### src/rtl/core/online_kmeans_assigner_top_defines.svh
// Assertion macros for the online k-means assigner.
`ifndef ONLINE_KMEANS_ASSIGNER_TOP_DEFINES_SVH
`define ONLINE_KMEANS_ASSIGNER_TOP_DEFINES_SVH
// Implication checked on every rising clock edge outside reset.
`define OKM_ASSERT_IMP(label, clk, rst_n, a, b) \
	label: assert property (@(posedge clk) disable iff (!rst_n) (a) |-> (b)) \
		else $error("assertion failed");
// Next-cycle implication checked outside reset.
`define OKM_ASSERT_NXT(label, clk, rst_n, a, b) \
	label: assert property (@(posedge clk) disable iff (!rst_n) (a) |=> (b)) \
		else $error("assertion failed");
`endif

### src/rtl/core/okm_ram.sv
// Generic single-port-write, single-read RAM with registered read data.
`default_nettype none
module okm_ram #(
	parameter int WIDTH = 16,
	parameter int DEPTH = 64
) (
	input  wire logic                     clk,
	input  wire logic                     we,
	input  wire logic [$clog2(DEPTH)-1:0] waddr,
	input  wire logic [WIDTH-1:0]         wdata,
	input  wire logic [$clog2(DEPTH)-1:0] raddr,
	output logic      [WIDTH-1:0]         rdata
);
	logic [WIDTH-1:0] mem [DEPTH];
	always_ff @(posedge clk) begin
		if (we) begin
			mem[waddr] <= wdata;
		end
		rdata <= mem[raddr];
	end
endmodule
`default_nettype wire

### config.mk
export PLATFORM = sky130hd
export DESIGN_NAME = okm_ram
export DESIGN_NICKNAME = d
export VERILOG_FILES = /design/src/rtl/core/online_kmeans_assigner_top_defines.svh /design/src/rtl/core/okm_ram.sv
export SDC_FILE = /design/constraint.sdc
export NUM_CORES = 1
export LEC_CHECK = 0
export ABC_AREA = 1
export BUFFER_PORTS_ARGS = -buffer_cell sky130_fd_sc_hd__buf_2
export CAP_MARGIN = 10
export CORE_ASPECT_RATIO = 1.25
export CORE_MARGIN = 1
export CORE_UTILIZATION = 35
export CTS_CLUSTER_DIAMETER = 150
export DETAILED_ROUTE_END_ITERATION = 16
export PLACE_DENSITY = 0.6
export SLEW_MARGIN = 15
export SYNTH_ARGS = -nofsm -noshare
export SYNTH_HDL_FRONTEND = slang
export SYNTH_SLANG_ARGS = --single-unit
### constraint.sdc
create_clock -name clk -period 2.7 [get_ports clk]
set_clock_uncertainty 0.2 [all_clocks]
set_input_delay 0.135 -clock clk [delete_from_list [all_inputs] [get_ports clk]]
set_output_delay 0.135 -clock clk [all_outputs]
set_load 0.005 [all_outputs]
## After elaboration in Yosys (flattened, before gate mapping)

Memory sizes are Yosys's and may differ from the RTL's. A register that Yosys moved wholly into a read port is not among the register bits.
Index checks and enable logic that the tools add are counted.

| storage, ports and cells | value |
|---|---|
| bits in registers | 0 |
| latch bits | 0 |
| memory bits (writable) | 1024 |
| memory bits (read-only) | 0 |
| bits of input ports | 30 |
| output and inout bits | 16 |
| word-level logic and storage cells | 3 |
| memories | 1 |

Memory list:

| name | words | width | read ports | clocked after Yosys merged registers in | wr ports | line | source |
|---|---|---|---|---|---|---|---|
| mem | 64 | 16 | 1 | 1 | 1 | okm_ram.sv:14 | `logic [WIDTH-1:0] mem [DEPTH];` |

| cells by class | value |
|---|---|
| add/subtract/negate cells | 0 |
| multipliers | 0 |
| div/mod/pow operators | 0 |
| order comparisons | 0 |
| equal/unequal tests | 0 |
| shift-type cells | 0 |
| multiplexer cells | 2 |
| bitwise operators | 0 |
| reductions and logical operators | 0 |

Operators by type and width:

| kind | number |
|---|---|
| 1-bit two-way mux | 2 |

## Depth between registers and ports, before layout

Gate-level depths: netlist of the first run.

| depth | value |
|---|---|
| depth after elaboration | 2 |
| depth in mapped cells | 12 |
| gate-level depth less buffers | 9 |

## Least setup slack after synthesis of the first run

Ideal clock, no wire load.

| path | value |
|---|---|
| path type | input port to flip-flop |
| start point | input we |
| end point | memory mem[48][0], enable pin |
| library setup time | 0.431 ns |
| arrival | 2.259 ns |
| data required time | 2.069 ns |
| setup slack | -0.189 ns |
| stages | 3 |
| buffers on the path | 1 |
| cells stage by stage | clkbuf_1 -> nand4_1 -> nor4_1 |

| between the ends | value |
|---|---|
| word-level cells in the longest chain between the ends | 2 |

Ends and longest elaborated chain:

| what | line | source |
|---|---|---|
| from (decl) | okm_ram.sv:8 | `input wire logic we,` |
| 1-bit two-way mux | okm_ram.sv:16 | `if (we) begin` |
| 1-bit two-way mux (implied by the code) | okm_ram.sv:17 | `mem[waddr] <= wdata;` |
| to (decl) | okm_ram.sv:14 |  |

No other way between the ends.

==> impl_results.md, run 1 <==
* Worst-path clk slew at 0.06 ns
* Syn_area_per_cell at around 12 um2
* VDD IR max at roughly 460 uV
* Largest cells by area after synthesis: edfxtp_1, nand2_1, nand3_1, buf_2, buf_6
* Post-synth cell types at 16
* Max-slew violations at 0
* Worst hold path type: in -> reg
* Residual DRC count at 0
* Startpoint Class: input pin
* Fill cell count at 11000
* Seq/Total Area, Yosys at 0.738
* Pint at 26.9 mW
* Worst skew pair latency at a little over 0.7 ns
* Post-DRT Antenna Nets at 0
* Pleak at 17.4 nW
* Die Footprint at about 120000 um2
* Sw Share at 0.224
* Ratio of final minimum period to clock period at 0.977
* Antenna violations before repair at 5
* First-pass GRT wire length at between 150000 and 200000 um
* Routed WL at about 120000 um
* Busiest grt layer: met2
* DIE HEIGHT at slightly below 400 um
* Root buffer cell: clkbuf_16
* Sequential share of power at 0.517
* Via/cell ratio at roughly 5.2
* Syn Std Cell Area at between 40000 and 50000 um2
* Synth Warn # at 0
* H-tree levels at 3
* Most frequent cells in the layout: nand2_1, edfxtp_1, nand3_1
* Largest net degree at the start of global routing at between 100 and 150
* CTS tree: built
* Most common cell after layout, fill and taps aside: nand2_1
* CP arrival at between 3 and 4 ns
* Met2 GRT Util at 0.329
* FP Rows at ~140
* Worst slew pin tran at a little over 0.9 ns
* TritonCTS Buffers at between 90 and 100
* All-Layer GR Usage at 0.193
* Die width at between 300 and 400 um
* Fin util at 0.407
* Max transition margin at 0.381
* Final setup TNS at 0 ns
* WS Path Type: in -> reg
* # IOs at 46
* Sink Count at 1040
* Share of post-route cells with drive strength above 1 at 0.102
* Comb pwr share at 0.066
* Final GP Congestion at around 0.85
* Clk pwr share at 0.417
* Syn-to-layout area delta at 14.9%
* Top cell type's share of synthesized area at 0.730
* Setup bufs post-CTS at 0
* Post-Syn Instances at 3517
* Critical path capture point type: flop
* Post-route worst setup slack at 0.0611 ns
* Crit-path max FO at 31
* Status: complete, no violations
* Max_cap viols at 0
* Max Fclk at ~0.38 GHz
* RSZ-0062 raised after global routing: no
* Endpoints failing hold at 0
* Vias in the first global route at approximately 27000
* Minimum clock period at 2.64 ns
* Iteration-0 DRC Markers at between 2000 and 3000
* Core region area at about 120000 um2
* WL/cell at between 20 and 25 um
* Required time of the critical path at just over 3 ns
* Hpwl dp at a little under 70000 um
* GRT met1 Usage at 0.242
* DP Worst Slack at between 0.2 and 0.25 ns
* Mapped Nets at roughly 3500
* M3 GR Usage at 0.0293
* Nets@finish at between 3000 and 4000
* Number of I/O port buffers at 45
* Max Root-Sink Buffers at 3
* GR Overflow Total at 0
* Initial Util at 0.355
* Vias at ~27000
* Psw at 7.78 mW
* Yosys top cell by area: edfxtp_1
* Synth Register Bits at around 1000
* Pwr Density at about 720 nW/um2
* # setup viols final at 0
* First-pass DRT Iterations at 5
[power by group through the flow]
| stage | clock network [mW] | logic, mW | registers, mW |
|---|---|---|---|
| detailed placement | 0 | 2.22 | 18.3 |
| CTS | 14.7 | 2.26 | 17.9 |
| global route | 15.2 | 2.47 | 17.9 |
| global placement | 0 | 2.21 | 18.3 |
| floorplan | 0 | 1.20 | 18.2 |
| finish | 14.5 | 2.28 | 17.9 |
[synthesized netlist by cell type, drive strengths merged]
| master | number |
|---|---|
| edfxtp | 1024 |
| nor2 | 56 |
| nand2 | 1296 |
| nand4 | 9 |
| buf | 199 |
| nor4 | 8 |
| clkbuf | 26 |
| inv | 12 |
| nand3 | 871 |
| dfxtp | 16 |
[logic make-up (layout without fill, tap and decap cells)]
group                  after synthesis  count (layout)  synth area share
AND/OR/NAND/NOR                   2240            2240             0.227
flip-flops                        1040            1040             0.738
buffers and inverters              237             439            0.0354
other                                0               2                 0
[per-layer routing]
metal	wire length, um	vias up
met5	0	-
met4	5320	0
met3	8270	235
met2	58800	1097
met1	46800	13500
li1	-	12600
[final cells by class]
class | count | area (um2) | area share
antenna | 2 | 5.00 | 0.000103
multi-input combinational | 2240 | 9590 | 0.198
timing repair inverter | 2 | 22.5 | 0.000466
tap | 1573 | 1970 | 0.0407
sequential | 1040 | 31100 | 0.642
clock buffer | 120 | 2620 | 0.0541
timing repair buffer | 243 | 2250 | 0.0465
clock inverter | 62 | 753 | 0.0156
inverter | 12 | 83.8 | 0.00173
[what timing repair did]
action | in CTS | in global routing
hold buffers | 29 | 0
hold endpoints to repair | 815 | 0
resized for setup | 0 | 4
setup endpoints to repair | 0 | 1
[through the flow]
stage               hold slack [ns]  total power, mW  area, um2  cells
global route                  0.129             35.6      48400   5292
floorplan                    0.0339             19.4      42100   3517
global placement              0.353             20.5      44700   5079
CTS                          0.0230             34.9      48300   5290
finish                       0.0598             34.7      48400   5294
detailed placement            0.354             20.5      44700   5079
[flip-flops by register name, indices dropped and copies added (netlist names)]
register	count
mem	1024
rdata	16
[worst paths after layout]
| path | startpoint | to | slack [ns] | cells after the start |
|---|---|---|---|---|
| worst min-delay path | raddr[1] | rdata[13]$_DFF_P_ | 0.06 | 8 |
| worst max register to register | mem[63][9]$_DFFE_PP_ | rdata[9]$_DFF_P_ | 0.07 | 10 |
| worst max-delay path | raddr[0] | rdata[9]$_DFF_P_ | 0.06 | 14 |
| worst min register to register | mem[30][15]$_DFFE_PP_ | rdata[15]$_DFF_P_ | 0.60 | 8 |
[worst max-delay path, stage by stage]
cell           delay (ns)
buf_12               0.22
clkinv_16            0.24
buf_12               0.24
buf_4                0.18
nand2_1              0.06
nand3_1              0.07
nand3_1              0.13
nand2_1              0.07
nand2_1              0.11
nand3_1              0.19
nand3_1              0.13
dlygate4sd3_1        0.57
nand2_1              0.05
dlygate4sd3_1        0.55
Power figures use the tool's default switching activity.
==> run 2, diff against run 1 <==
--- a/config.mk
+++ b/config.mk
@@ -11,6 +11,7 @@
 export CORE_ASPECT_RATIO = 1.25
 export CORE_MARGIN = 1
 export CORE_UTILIZATION = 35
+export CTS_BUF_LIST = sky130_fd_sc_hd__clkbuf_4 sky130_fd_sc_hd__clkbuf_8 sky130_fd_sc_hd__clkbuf_16
 export CTS_CLUSTER_DIAMETER = 150
 export DETAILED_ROUTE_END_ITERATION = 16
 export PLACE_DENSITY = 0.6
==> impl_results.md, run 2 (synthesized netlist as in run 1, its figures left out) <==
* FP Rows at 141 (unchanged)
* Worst slew pin tran at 0.932 ns (+0.00343 ns)
* Die width at 312 um (unchanged)
* # setup viols final at 0 (unchanged)
* Pleak at 17.4 nW (+0.32%)
* Required time of the critical path at 3.09 ns (about the same)
* Slowest stage cell on the critical path: dlygate4sd3_1
* Area of the multi-input gates at 9590 um2 (unchanged)
* Via/cell ratio at 5.18 (-0.17%)
* Minimum clock period at 2.62 ns (-0.0161 ns)
* Max_cap viols at 0 (unchanged)
* WL/cell at 22.5 um (-0.22%)
* Post-DRT Antenna Nets at 0 (unchanged)
* Fin Hold WS at 0.0703 ns (+0.0105 ns)
* DIE HEIGHT at 390 um (unchanged)
* Hpwl dp at 68300 um (unchanged)
* GR Overflow Total at 0 (unchanged)
* Crit-path max FO at 1 (-97%)
* WS Path Type: reg -> reg
* Vias in the first global route at 26800 (-0.049%)
* TritonCTS Buffers at 98 (unchanged)
* Share of post-route cells with drive strength above 1 at 0.106 (+0.00430)
* Overall Power at 34.8 mW (+0.43%)
* Iteration-0 DRC Markers at 2777 (+4.2%)
* First-pass DRT Iterations at 5 (unchanged)
* Worst hold path type: in -> reg
* CP arrival at 3.02 ns (about the same)
* Most common cell after layout, fill and taps aside: nand2_1
* CTS tree: built
* Initial Util at 0.355 (unchanged)
* Largest net degree at the start of global routing at 107 (unchanged)
* Max incr delay on CP at 0.57 ns (about the same)
* Area of all sequential standard cells at 31100 um2 (unchanged)
* Vias at 27400 (-0.19%)
* Max Fclk at 0.381 GHz (+0.61%)
* Post-route worst setup slack at 0.0772 ns (+0.0161 ns)
* Syn-to-layout area delta at 15.0%
* Endpoints failing hold at 0 (unchanged)
* Most frequent cells in the layout: nand2_1, edfxtp_1, nand3_1
* Top Registers: mem (1024), rdata (16)
* Final GP Congestion at 0.854 (unchanged)
* Max-slew violations at 0 (unchanged)
* DP Worst Slack at 0.213 ns (unchanged)
* Antenna violations before repair at 5 (unchanged)
* Setup bufs post-CTS at 0 (unchanged)
* Ratio of final minimum period to clock period at 0.971 (-0.00596)
* H-tree levels at 3 (unchanged)
* Largest Register: mem
* Residual DRC count at 0 (unchanged)
* Critical path capture point type: flop
* Core region area at 119000 um2 (unchanged)
* Number of I/O port buffers at 45 (unchanged)
* RSZ-0062 raised after global routing: no
* Sink Count at 1040 (unchanged)
* All-Layer GR Usage at 0.193 (about the same)
* First-pass GRT wire length at 174000 um (about the same)
* Max Root-Sink Buffers at 3 (unchanged)
* Startpoint Class: flop
* Die Footprint at 122000 um2 (unchanged)
* Root buffer cell: clkbuf_16
* Pwr Density at 720 nW/um2 (+0.31%)
* Crit-path cells: nand2_1, nand3_1, nand3_1, nand2_1, nand2_1, nand3_1, nand3_1, dlygate4sd3_1, nand2_1, dlygate4sd3_1
* VDD IR max at 453 uV (-0.83%)
* # IOs at 46 (unchanged)
* Largest delay share family, worst path: buffers and inverters
* Worst-path clk slew at 0.06 ns (about the same)
* Max reg flops at 1024 (unchanged)
* Nets@finish at 3667 (unchanged)
* Fill cell count at 11000 (-0.082%)
* Routed WL at 119000 um (-0.23%)
* Status: complete, no violations
* Max transition margin at 0.378 (-0.00229)
* Crit path buf inv count at 2 (-4)
* Final setup TNS at 0 ns (unchanged)
* Worst skew pair latency at 0.71 ns (about the same)
## run 2: changes by cell type in the layout (fill, tap and decap cells not counted), sizes merged
| cell | previous run | this run |
|---|---|---|
| diode | 2 | 1 |
## run 2: worst register-to-register path, delay by kind of cell, from the launching register on
kind / cells / cell delay, ns
buffers and inverters: 2 / 1.12
DFF: 1 / 0.37
and+or+nand+nor: 8 / 0.84
## run 2: repair_timing
action	in CTS	in global routing
gates resized for setup	0	4
endpoints found under the setup margin	0	1
hold buffers	29	0
endpoints found under the hold margin	815	0
## run 2: area by class of cell
cell class | instances | area share
repair inverters | 2 | 0.000465
inverters | 12 | 0.00173
multi-input cells | 2240 | 0.198
well taps | 1573 | 0.0406
flip-flops and latches | 1040 | 0.642
diodes | 1 | 0.0000517
repair buffers | 243 | 0.0465
clock buffers | 120 | 0.0553
clock inverters | 62 | 0.0156
## run 2: power by group
group | total [mW] | internal [mW] | switching (mW)
combinational | 2.27 | 0.610 | 1.66
clock | 14.6 | 8.60 | 6.03
sequential | 17.9 | 17.9 | 0.0729
total | 34.8 | 27.1 | 7.77
## run 2: path summary, 6_finish.rpt
| check | startpoint | to | slack [ns] | depth (start not counted) |
|---|---|---|---|---|
| hold / removal | raddr[2] | rdata[14]$_DFF_P_ | 0.07 | 9 |
| setup reg to reg | mem[34][9]$_DFFE_PP_ | rdata[9]$_DFF_P_ | 0.08 | 10 |
| hold reg to reg | mem[28][7]$_DFFE_PP_ | rdata[7]$_DFF_P_ | 0.59 | 8 |
| setup / recovery | mem[34][9]$_DFFE_PP_ | rdata[9]$_DFF_P_ | 0.08 | 10 |
## run 2: stage by stage
stage          cells  instance area (um2)  utilization
6_report        5293                48400        0.408
5_1_grt         5292                48400        0.408
4_1_cts         5290                48400        0.407
3_5_place_dp    5079                44700        0.376
3_3_place_gp    5079                44700        0.376
2_1_floorplan   3517                42100            -
## run 2: per-layer routing
metal	routed length, um	global-route usage	vias up
li1	-	-	12600
met1	46800	0.243	13500
met2	58700	0.328	1029
met3	8110	0.0290	225
met4	5220	0.0855	0
met5	0	0	-
